`config.mk`:
```
export PLATFORM = sky130hd
export DESIGN_NAME = multi_stack_shared_pool_top_flat
export DESIGN_NICKNAME = d
export VERILOG_FILES = /design/src/design/mssp_pkg.sv /design/src/design/mssp_ifs.sv /design/src/design/multi_stack_shared_pool_top.sv /design/src/flat_wrapper.sv
export SDC_FILE = /design/constraint.sdc
export NUM_CORES = 2
export LEC_CHECK = 0
export BUFFER_PORTS_ARGS = -buffer_cell sky130_fd_sc_hd__buf_2
export CORE_MARGIN = 4
export CORE_UTILIZATION = 38
export DETAILED_ROUTE_END_ITERATION = 6
export HOLD_SLACK_MARGIN = 0.06
export PLACE_DENSITY = 0.51
export SYNTH_ARGS = -nofsm -noshare
export SYNTH_HDL_FRONTEND = slang
export SYNTH_SLANG_ARGS = --single-unit
```
`constraint.sdc`:
```
create_clock -name clock -period 10.1 [get_ports clock]
set_input_delay 1.01 -clock clock [delete_from_list [all_inputs] [get_ports clock]]
set_output_delay 1.01 -clock clock [all_outputs]
set_load 0.02 [all_outputs]
```
`src/design/mssp_pkg.sv`:
```
// ----------------------------------------------------------------------------
// mssp_pkg
// Shared constants, codes and the request payload type for the multi-stack shared pool.
// ----------------------------------------------------------------------------
package mssp_pkg;

   localparam int NUM_SLOTS_DEF  = 64;
   localparam int NUM_STACKS_DEF = 4;

   localparam int CMD_W    = 1;
   localparam int SID_W    = 2;
   localparam int DATA_W   = 32;
   localparam int STATUS_W = 2;

   localparam logic [CMD_W-1:0] CMD_PUSH = 1'b0;
   localparam logic [CMD_W-1:0] CMD_POP  = 1'b1;

   localparam logic [STATUS_W-1:0] ST_DONE      = 2'd0;
   localparam logic [STATUS_W-1:0] ST_OVERFLOW  = 2'd1;
   localparam logic [STATUS_W-1:0] ST_UNDERFLOW = 2'd2;

   typedef struct packed {
      logic        [CMD_W-1:0]  command;
      logic        [SID_W-1:0]  stack_id;
      logic signed [DATA_W-1:0] push_data;
   } req_type;

endpackage

```
`src/design/mssp_ifs.sv`:
```
// ----------------------------------------------------------------------------
// mssp channel interfaces
// Valid/ready request and response channels of the multi-stack shared pool.
// ----------------------------------------------------------------------------
interface mssp_req_if;
   logic                               valid;
   logic                               ready;
   logic        [mssp_pkg::CMD_W-1:0]  command;
   logic        [mssp_pkg::SID_W-1:0]  stack_id;
   logic signed [mssp_pkg::DATA_W-1:0] push_data;

   modport source (output valid, command, stack_id, push_data, input ready);
   modport sink   (input valid, command, stack_id, push_data, output ready);
endinterface

interface mssp_rsp_if;
   logic                                 valid;
   logic                                 ready;
   logic signed [mssp_pkg::DATA_W-1:0]   pop_data;
   logic        [mssp_pkg::STATUS_W-1:0] status;
   logic                                 pool_full;
   logic                                 stack_empty;

   modport source (output valid, pop_data, status, pool_full, stack_empty, input ready);
   modport sink   (input valid, pop_data, status, pool_full, stack_empty, output ready);
endinterface

```
`src/design/multi_stack_shared_pool_top.sv`:
```
// ----------------------------------------------------------------------------
// multi_stack_shared_pool_top
// Several linked stacks sharing one slot pool with a linked free list.
// ----------------------------------------------------------------------------
// path: a request is held in the input stage registers, then its response in the result stage
// throughput: one push or pop per cycle while the response channel is not stalled, set by
//   updating the head/next registers directly, with the one link memory read port forwarded
// reset: synchronous; a fill counter stands in for the initial free list,
//   so there is no clearing pass and requests are taken right after reset
module multi_stack_shared_pool_top #(
   parameter int NUM_SLOTS  = mssp_pkg::NUM_SLOTS_DEF,
   parameter int NUM_STACKS = mssp_pkg::NUM_STACKS_DEF
) (
   input  logic             clock,
   input  logic             reset,
   mssp_req_if.sink         req_chan,
   mssp_rsp_if.source       rsp_chan
);

   localparam int AW = $clog2(NUM_SLOTS);
   localparam int LW = $clog2(NUM_SLOTS + 1);
   localparam int SW = (NUM_STACKS > 1) ? $clog2(NUM_STACKS) : 1;
   localparam logic [LW-1:0] NIL = LW'(NUM_SLOTS);

   // memories
   logic signed [mssp_pkg::DATA_W-1:0] word_mem [NUM_SLOTS];
   logic        [LW-1:0]               link_mem [NUM_SLOTS];

   // input stage
   logic              in_valid_ff;
   mssp_pkg::req_type in_ff;

   // list state
   logic [LW-1:0] free_head_ff, free_head_in;
   logic [LW-1:0] free_next_ff, free_next_in;
   logic [LW-1:0] fill_ff, fill_in;
   logic [LW-1:0] stack_head_ff [NUM_STACKS];
   logic [LW-1:0] stack_head_in [NUM_STACKS];
   logic [LW-1:0] stack_next_ff [NUM_STACKS];
   logic [LW-1:0] stack_next_in [NUM_STACKS];

   // pending link read
   logic          pend_valid_ff, pend_valid_in;
   logic          pend_is_pop_ff, pend_is_pop_in;
   logic [SW-1:0] pend_sid_ff, pend_sid_in;
   logic [LW-1:0] link_rd_ff;

   // result stage
   logic                                 rsp_valid_ff;
   logic [mssp_pkg::STATUS_W-1:0]        status_ff, status_in;
   logic                                 pool_full_ff, pool_full_in;
   logic                                 stack_empty_ff, stack_empty_in;
   logic                                 pop_hit_ff, pop_hit_in;
   logic signed [mssp_pkg::DATA_W-1:0]   word_rd_ff;

   // combinational
   logic          process;
   logic          is_pop;
   logic          sid_ok;
   logic [SW-1:0] sid_idx;
   logic [LW-1:0] cur_head;
   logic [LW-1:0] free_next_eff;
   logic [LW-1:0] stack_next_eff [NUM_STACKS];
   logic [LW-1:0] x_link;
   logic          x_read;
   logic [LW-1:0] x_direct;
   logic          link_wr_en, link_rd_en, word_wr_en, word_rd_en;
   logic [AW-1:0] link_wr_addr, link_rd_addr, word_addr;
   logic [LW-1:0] link_wr_data;

   assign process       = in_valid_ff && (!rsp_valid_ff || rsp_chan.ready);
   assign req_chan.ready = !in_valid_ff || process;

   assign is_pop  = (in_ff.command == mssp_pkg::CMD_POP);
   assign sid_ok  = (32'(in_ff.stack_id) < NUM_STACKS);
   assign sid_idx = sid_ok ? SW'(in_ff.stack_id) : '0;
   assign cur_head = stack_head_ff[sid_idx];

   // forward the link read issued last cycle
   always_comb begin
      free_next_eff = (pend_valid_ff && !pend_is_pop_ff) ? link_rd_ff : free_next_ff;
      for (int s = 0; s < NUM_STACKS; s++) begin
         stack_next_eff[s] = (pend_valid_ff && pend_is_pop_ff && pend_sid_ff == SW'(s))
                             ? link_rd_ff : stack_next_ff[s];
      end
   end

   // link of the new next slot: unwritten slots still chain to the following one
   assign x_link   = is_pop ? stack_next_eff[sid_idx] : free_next_eff;
   assign x_read   = (x_link < fill_ff);
   assign x_direct = (x_link >= NIL) ? NIL : x_link + LW'(1);

   always_comb begin
      free_head_in   = free_head_ff;
      free_next_in   = free_next_eff;
      fill_in        = fill_ff;
      for (int s = 0; s < NUM_STACKS; s++) begin
         stack_head_in[s] = stack_head_ff[s];
         stack_next_in[s] = stack_next_eff[s];
      end
      pend_valid_in  = 1'b0;
      pend_is_pop_in = pend_is_pop_ff;
      pend_sid_in    = pend_sid_ff;
      link_wr_en     = 1'b0;
      link_wr_addr   = AW'(free_head_ff);
      link_wr_data   = cur_head;
      link_rd_en     = 1'b0;
      link_rd_addr   = AW'(x_link);
      word_wr_en     = 1'b0;
      word_rd_en     = 1'b0;
      word_addr      = AW'(free_head_ff);
      status_in      = mssp_pkg::ST_DONE;
      pop_hit_in     = 1'b0;

      if (process) begin
         if (!sid_ok) begin
            status_in = is_pop ? mssp_pkg::ST_UNDERFLOW : mssp_pkg::ST_OVERFLOW;
         end else if (!is_pop) begin
            if (free_head_ff >= NIL) begin
               status_in = mssp_pkg::ST_OVERFLOW;
            end else begin
               word_wr_en             = 1'b1;
               link_wr_en             = 1'b1;
               stack_head_in[sid_idx] = free_head_ff;
               stack_next_in[sid_idx] = cur_head;
               free_head_in           = free_next_eff;
               free_next_in           = x_direct;
               link_rd_en             = x_read;
               pend_valid_in          = x_read;
               pend_is_pop_in         = 1'b0;
               if (free_head_ff >= fill_ff) begin
                  fill_in = free_head_ff + LW'(1);
               end
            end
         end else begin
            if (cur_head >= NIL) begin
               status_in = mssp_pkg::ST_UNDERFLOW;
            end else begin
               word_rd_en             = 1'b1;
               word_addr              = AW'(cur_head);
               pop_hit_in             = 1'b1;
               link_wr_en             = 1'b1;
               link_wr_addr           = AW'(cur_head);
               link_wr_data           = free_head_ff;
               free_head_in           = cur_head;
               free_next_in           = free_head_ff;
               stack_head_in[sid_idx] = stack_next_eff[sid_idx];
               stack_next_in[sid_idx] = x_direct;
               link_rd_en             = x_read;
               pend_valid_in          = x_read;
               pend_is_pop_in         = 1'b1;
               pend_sid_in            = sid_idx;
            end
         end
      end

      pool_full_in   = (free_head_in >= NIL);
      stack_empty_in = !sid_ok || (stack_head_in[sid_idx] >= NIL);
   end

   // memories
   always_ff @(posedge clock) begin
      if (word_wr_en) begin
         word_mem[word_addr] <= in_ff.push_data;
      end
      if (word_rd_en) begin
         word_rd_ff <= word_mem[word_addr];
      end
   end

   always_ff @(posedge clock) begin
      if (link_wr_en) begin
         link_mem[link_wr_addr] <= link_wr_data;
      end
      if (link_rd_en) begin
         link_rd_ff <= link_mem[link_rd_addr];
      end
   end

   // control and list state
   always_ff @(posedge clock) begin
      if (reset) begin
         in_valid_ff    <= 1'b0;
         rsp_valid_ff   <= 1'b0;
         free_head_ff   <= '0;
         free_next_ff   <= LW'(1);
         fill_ff        <= '0;
         pend_valid_ff  <= 1'b0;
         pend_is_pop_ff <= 1'b0;
         pend_sid_ff    <= '0;
         for (int s = 0; s < NUM_STACKS; s++) begin
            stack_head_ff[s] <= NIL;
            stack_next_ff[s] <= NIL;
         end
      end else begin
         if (req_chan.ready) begin
            in_valid_ff <= req_chan.valid;
         end
         if (process) begin
            rsp_valid_ff <= 1'b1;
         end else if (rsp_chan.ready) begin
            rsp_valid_ff <= 1'b0;
         end
         free_head_ff   <= free_head_in;
         free_next_ff   <= free_next_in;
         fill_ff        <= fill_in;
         pend_valid_ff  <= pend_valid_in;
         pend_is_pop_ff <= pend_is_pop_in;
         pend_sid_ff    <= pend_sid_in;
         for (int s = 0; s < NUM_STACKS; s++) begin
            stack_head_ff[s] <= stack_head_in[s];
            stack_next_ff[s] <= stack_next_in[s];
         end
      end
   end

   // payload registers
   always_ff @(posedge clock) begin
      if (req_chan.ready && req_chan.valid) begin
         in_ff.command   <= req_chan.command;
         in_ff.stack_id  <= req_chan.stack_id;
         in_ff.push_data <= req_chan.push_data;
      end
      if (process) begin
         status_ff      <= status_in;
         pool_full_ff   <= pool_full_in;
         stack_empty_ff <= stack_empty_in;
         pop_hit_ff     <= pop_hit_in;
      end
   end

   assign rsp_chan.valid       = rsp_valid_ff;
   assign rsp_chan.pop_data    = pop_hit_ff ? word_rd_ff : '0;
   assign rsp_chan.status      = status_ff;
   assign rsp_chan.pool_full   = pool_full_ff;
   assign rsp_chan.stack_empty = stack_empty_ff;

   // assertions
   a_fill_range: assert property (@(posedge clock) disable iff (reset)
      fill_ff <= NIL)
      else $error("fill count beyond pool size");

   a_free_not_on_stack: assert property (@(posedge clock) disable iff (reset)
      process && sid_ok && free_head_ff < NIL && cur_head < NIL |-> free_head_ff != cur_head)
      else $error("free head slot also heads a stack");

   a_pend_follows_op: assert property (@(posedge clock) disable iff (reset)
      pend_valid_ff |-> $past(process))
      else $error("pending link read without an operation");

   a_fail_no_data: assert property (@(posedge clock) disable iff (reset)
      rsp_valid_ff && status_ff != mssp_pkg::ST_DONE |-> !pop_hit_ff)
      else $error("failed operation returns pop data");

   a_push_no_data: assert property (@(posedge clock) disable iff (reset)
      process && in_ff.command == mssp_pkg::CMD_PUSH |=> rsp_valid_ff && !pop_hit_ff)
      else $error("push response missing or carries pop data");

endmodule
```
`src/flat_wrapper.sv`:
```
// flat-port wrapper written by rule: the top's interface ports become plain ports
module multi_stack_shared_pool_top_flat 
#(
   parameter int NUM_SLOTS  = mssp_pkg::NUM_SLOTS_DEF,
   parameter int NUM_STACKS = mssp_pkg::NUM_STACKS_DEF
)
  (clock, reset, req_chan_valid, req_chan_command, req_chan_stack_id, req_chan_push_data, req_chan_ready, rsp_chan_valid, rsp_chan_pop_data, rsp_chan_status, rsp_chan_pool_full, rsp_chan_stack_empty, rsp_chan_ready);
  mssp_req_if req_chan_i ();
  mssp_rsp_if rsp_chan_i ();
  input  logic clock;
  input  logic reset;
  input wire logic [$bits(req_chan_i.valid)-1:0] req_chan_valid;
  input wire logic [$bits(req_chan_i.command)-1:0] req_chan_command;
  input wire logic [$bits(req_chan_i.stack_id)-1:0] req_chan_stack_id;
  input wire logic [$bits(req_chan_i.push_data)-1:0] req_chan_push_data;
  output wire logic [$bits(req_chan_i.ready)-1:0] req_chan_ready;
  output wire logic [$bits(rsp_chan_i.valid)-1:0] rsp_chan_valid;
  output wire logic [$bits(rsp_chan_i.pop_data)-1:0] rsp_chan_pop_data;
  output wire logic [$bits(rsp_chan_i.status)-1:0] rsp_chan_status;
  output wire logic [$bits(rsp_chan_i.pool_full)-1:0] rsp_chan_pool_full;
  output wire logic [$bits(rsp_chan_i.stack_empty)-1:0] rsp_chan_stack_empty;
  input wire logic [$bits(rsp_chan_i.ready)-1:0] rsp_chan_ready;
  assign req_chan_i.valid = req_chan_valid;
  assign req_chan_i.command = req_chan_command;
  assign req_chan_i.stack_id = req_chan_stack_id;
  assign req_chan_i.push_data = req_chan_push_data;
  assign req_chan_ready = req_chan_i.ready;
  assign rsp_chan_valid = rsp_chan_i.valid;
  assign rsp_chan_pop_data = rsp_chan_i.pop_data;
  assign rsp_chan_status = rsp_chan_i.status;
  assign rsp_chan_pool_full = rsp_chan_i.pool_full;
  assign rsp_chan_stack_empty = rsp_chan_i.stack_empty;
  assign rsp_chan_i.ready = rsp_chan_ready;
  multi_stack_shared_pool_top #(.NUM_SLOTS(NUM_SLOTS), .NUM_STACKS(NUM_STACKS)) u_core (.clock(clock), .reset(reset), .req_chan(req_chan_i), .rsp_chan(rsp_chan_i));
endmodule
```
# ---- Word level (Yosys, flattened, before mapping)
# Memory sizes are Yosys's and may differ from the RTL's. A register that Yosys moved wholly into a read port is not among the register bits.
# Cells that the tools add are included.
dict set report word_totals {
  register_bits 67
  ram_bits 2552
  in_bits 39
  out_inout_bits 38
  latch_bits 0
  memories 4
  rom_bits 0
  elab_cells 144
}
# memory depth word_bits read_ports rd_ports_with_merged_regs wr line
set memory_table {}
lappend memory_table {u_core.word_mem 64 32 1 1 1 multi_stack_shared_pool_top.sv:26} ;# logic signed [mssp_pkg::DATA_W-1:0] word_mem [NUM_SLOTS];
lappend memory_table {u_core.link_mem 64 7 1 1 1 multi_stack_shared_pool_top.sv:27} ;# logic [LW-1:0] link_mem [NUM_SLOTS];
lappend memory_table {u_core.stack_head_ff 4 7 5 1 4 multi_stack_shared_pool_top.sv:37} ;# logic [LW-1:0] stack_head_ff [NUM_STACKS];
lappend memory_table {u_core.stack_next_ff 4 7 4 0 4 multi_stack_shared_pool_top.sv:39} ;# logic [LW-1:0] stack_next_ff [NUM_STACKS];
dict set report classes {
  bitwise_logic 12
  n_addsub 2
  n_reduce_logical 19
  multipliers 0
  n_div 0
  mux 78
  n_lt_le_gt_ge 9
  n_shift 0
  eq_ne 5
}
# op n
set op_table {}
lappend op_table {{$mux W28} 8}
lappend op_table {{$mux W7} 31}
lappend op_table {{$bwmux W28} 4}
lappend op_table {{$ge A7 B7 Y1 const B} 5}
lappend op_table {{$mux W32} 1}
lappend op_table {{$bmux W7 S2} 2}
lappend op_table {{$mux W1} 25}
lappend op_table {{$mux W6} 3}
lappend op_table {{$add A7 B1 Y7 const B} 2}
lappend op_table {{$demux W7 S2} 1}
lappend op_table {{$logic_and A1 B1 Y1} 9}
lappend op_table {{$or A1 B1 Y1} 8}
lappend op_table {{$ge A7 B7 Y1} 1}
lappend op_table {{$lt A7 B7 Y1} 1}
lappend op_table {{$mux W2} 3}
lappend op_table {{$reduce_and A3 Y1} 2}
lappend op_table {{$eq A2 B2 Y1 const B} 2}
lappend op_table {{$reduce_and A4 Y1} 1}
lappend op_table {{$ge A3 B3 Y1 const B} 1}
lappend op_table {{$logic_not A1 Y1} 3}
lappend op_table {{$lt A3 B1 Y1 const B} 1}
lappend op_table {{$not A1 Y1} 3}
lappend op_table {{$not A2 Y3} 1}
lappend op_table {{$eq A2 B1 Y1 const B} 1}
lappend op_table {{other kinds (5)} 6}

# ---- Depth between registers and ports, before layout
dict set report logic_depth {
  word_depth 14
  depth_mapped 16
}

# ---- Least setup slack after synthesis
# No wires, ideal clock.
dict set report synth_timing {
  path_kind {in2reg}
  from {input port rsp_chan_ready}
  to {memory u_core.word_mem[13][0] in the netlist's numbering (enable)}
  setup_ps 421
  path_buffers 5
  stages 11
  arrival_time_ps 4691
  slack_ps 4988
  required_ps 9679
  cell_sequence {nor2b_1 > nor4_4 > mux2_2 > buf_4 > nor2_2 > buf_2 > buf_2 > clkbuf_1 > clkbuf_1 > nand2_1 > nor2_1}
}
dict set report synth_between {
  elab_chain_cells 5
}
# element line
set synth_rtl {}
lappend synth_rtl {{from (decl)} flat_wrapper.sv:22} ;# input wire logic [$bits(rsp_chan_i.ready)-1:0] rsp_chan_ready;
lappend synth_rtl {{$logic_or A1 B1 Y1 (*)} multi_stack_shared_pool_top.sv:71} ;# assign process = in_valid_ff && (!rsp_valid_ff || rsp_chan.ready);
lappend synth_rtl {{$logic_and A1 B1 Y1 (*)} multi_stack_shared_pool_top.sv:71}
lappend synth_rtl {{$mux W1} multi_stack_shared_pool_top.sv:115} ;# if (process) begin
lappend synth_rtl {{$mux W1} multi_stack_shared_pool_top.sv:163} ;# if (word_wr_en) begin
lappend synth_rtl {{$mux W1 (implied by the code)} multi_stack_shared_pool_top.sv:164} ;# word_mem[word_addr] <= in_ff.push_data;
lappend synth_rtl {{to (decl)} multi_stack_shared_pool_top.sv:26}
# Every way passes the cells marked *; elsewhere a longest branch is shown, timed or not.

==> metrics.txt <==
ANT nets after route=0; fin crit period=6.481 ns; Final Slew Violations=0; Slew @ Worst Pin=1.453 ns; Layout Area Growth over Synthesis=13.93%; Resized Gates After CTS=0; synthesis-stage register bit count=2660; vias in the first global route=59410; Setup TNS=0 ns; Tot Pwr=23390 µW; Leak=0.03587 µW; Async SR Flop Fraction=0%; GRT Overall Usage=24.77%; Initial DRC Count=8575; Synthesized Nets=6432; Critical Path RT=10.52 ns; DRT Pass-1 Iters=6; Unique masters post-synth=69; Post-synth EDFFs=2575; RSZ-0062 raised after global routing=false; Vias=62600; Sw Share=22.71%; reg2reg setup slack=3.62 ns; largest net degree at the start of global routing=114; Final Hold Violating Endpoints=0; status=finished, final reports clean; WL per Instance=34.02 µm; Post-CTS Hold Fix Bufs=0; Clock transition at path regs=0.06 ns; I/O Buffers=76; Tcrit/Tclk final=64.17%; first-pass GRT wire length=482200 µm; area of the die=274300 µm²; kind of start point of the critical path=flip-flop; postcts setup bufs=0; Final setup viols=0; Sink Count=2660; DRC=0; total grt overflow=0; H-tree levels=5; Slew headroom=2.937%; CTS max path bufs=4; crit-path max FO=34; Gate Count Post-Synth=6377; clock skew=0.08371 ns; vias per cell=6.095; Critical Path Sink Type=flip-flop; total CTS buffers=290; CP Class=reg2reg; Ports=77; Clock Root Buffer=clkbuf_16; Mean Syn Cell Area=15.85 µm²; worst hold path class=in2reg; sequential power share=52.1%; Initial Utilization=38.16%; worst-skew pair later-pin latency=0.86 ns; chip height=523.7 µm; number of max-cap violations=0; maximum vdd drop=133.2 µV; drt total wl=349400 µm; Switching Power=5313 µW; row cnt=189; nets=6582; clock power share=42.2%; Fill cells=23390; CTS tree=yes; power per cell area=203.2 nW/µm²; CP Data Arrival Time=6.91 ns; width of the die=523.7 µm; initial antenna violation count=14; Synth Cell Area=101100 µm²; Seq/Total Area, Yosys=78.19%; fraction of layout cells with a size suffix above 1=11.78%; final RePlAce weighted congestion=0.8298; post-DP HPWL=193600 µm; Comb pwr share=5.8%; Core ar.=264900 µm²; P_int=18080 µW; Top FF cell, synth=edfxtp_1; YS warnings=0; fmax=0.1543 GHz
==> worst max-delay path, stage by stage, from the launching register on <==
cell	delay (ns)
dfxtp_1	0.71
mux4_2	0.78
nor4_4	0.18
buf_4	0.67
mux2i_1	0.94
nor2b_1	0.44
and2_1	0.24
nand2_1	0.47
nor2_4	0.83
buf_4	0.69
==> cells in the mapped netlist, drive strengths merged, types with 78 or more instances <==
| cell type | count | share of area [%] |
|---|---|---|
| a21oi | 306 | 1.5 |
| a221oi | 96 | 0.84 |
| a22oi | 791 | 5.9 |
| a31oi | 140 | 0.87 |
| buf | 189 | 0.90 |
| clkbuf | 237 | 0.88 |
| dfxtp | 85 | 1.7 |
| edfxtp | 2575 | 77 |
| mux2i | 121 | 1.2 |
| nand2 | 732 | 2.7 |
| nand3 | 78 | 0.39 |
| nor2 | 260 | 0.98 |
| o21ai | 110 | 0.54 |
==> routing by layer <==
metal  routed length [µm]  global-route usage (%)
met5                   13                       0
met1               146500                   35.83
met3                32940                   4.774
met4                 9968                   6.608
met2               160000                   38.46
==> cell families after synthesis <==
| logic type | Yosys count | synth area share [%] |
|---|---|---|
| AOI/OAI and AO/OA | 1769 | 12.31 |
| adders and majority gates | 16 | 0.1981 |
| xor gates and xnor gates | 10 | 0.08666 |
| muxes | 155 | 1.707 |
| and+or+nand+nor | 1319 | 5.649 |
| buffers and inverters | 448 | 1.866 |
| DFF | 2660 | 78.19 |
==> state kept, by name, summed over array words and instances, names as in the netlist, 2 cells and up, named ones only <==
register                cells
u_core.rsp_chan.status      2
u_core.word_rd_ff          32
u_core.link_mem           448
u_core.stack_head_ff       28
u_core.link_rd_ff           7
u_core.free_next_ff         7
u_core.in_ff               32
u_core.fill_ff              7
u_core.word_mem          2048
u_core.stack_next_ff       28
u_core.sid_idx              2
u_core.pend_sid_ff          2
==> stage by stage <==
stage	area, µm²	hold WS, ns	std cells	util (%)	setup WS (ns)
global route	115100	0.2919	10270	43.47	3.384
CTS	115100	0.2671	10260	43.47	3.634
floorplan	101100	0.4539	6377	-	4.988
detailed placement	106600	0.4695	9768	40.23	3.663
finish	115100	0.3286	10270	43.48	3.619
global placement	106600	0.4743	9768	40.23	3.743
==> worst paths after layout <==
path,from,to,cells after the start
setup reg to reg,flip-flop,u_core.word_mem[23][25]$_DFFE_PP_,9
hold / removal,req_chan_push_data[8],u_core.in_ff[8]$_DFFE_PP_,1
setup / recovery,flip-flop,u_core.word_mem[23][25]$_DFFE_PP_,9
hold reg to reg,u_core.fill_ff[1]$_SDFFE_PP0P_,u_core.fill_ff[1]$_SDFFE_PP0P_,2
==> layout by cell type (no fill, tap or decap), types with 21 or more instances in the layout <==
master	instances
a211oi_1	56
a21o_1	34
a21oi_1	306
a221oi_1	94
a22oi_1	791
a311oi_1	31
a31oi_1	140
a32oi_1	24
a41oi_1	71
and2_1	36
and3_1	27
buf_2	76
buf_4	193
clkbuf_1	69
clkbuf_16	299
clkinv_1	64
clkinv_2	38
dfxtp_1	85
edfxtp_1	2575
mux2_2	21
mux2i_1	117
nand2_1	725
nand3_1	76
nand4_1	45
nor2_1	186
nor2_4	74
nor2b_1	27
nor4_1	51
o21ai_0	106
o22ai_1	21
==> power groups by stage <==
stage	clock [µW]	sequential [µW]	combinational (µW)
finish	9870	12200	1350
global route	10500	12200	1430
CTS	10000	12200	1340
detailed placement	0	12400	1340
global placement	0	12400	1330
floorplan	0	12500	707
==> cell type report <==
type                            instances  area, µm²  share of cell area (%)
Inverter                               22      86.33                 0.07498
Multi-Input combinational cell       3269      20900                   18.15
Timing Repair Buffer                  284       2130                   1.849
Clock buffer                          372       7796                   6.771
Tap cell                             3533       4420                   3.839
Clock inverter                        124      775.7                  0.6737
Antenna cell                            6      15.01                 0.01304
Sequential cell                      2660      79030                   68.63
Power figures use the tool's default switching activity.
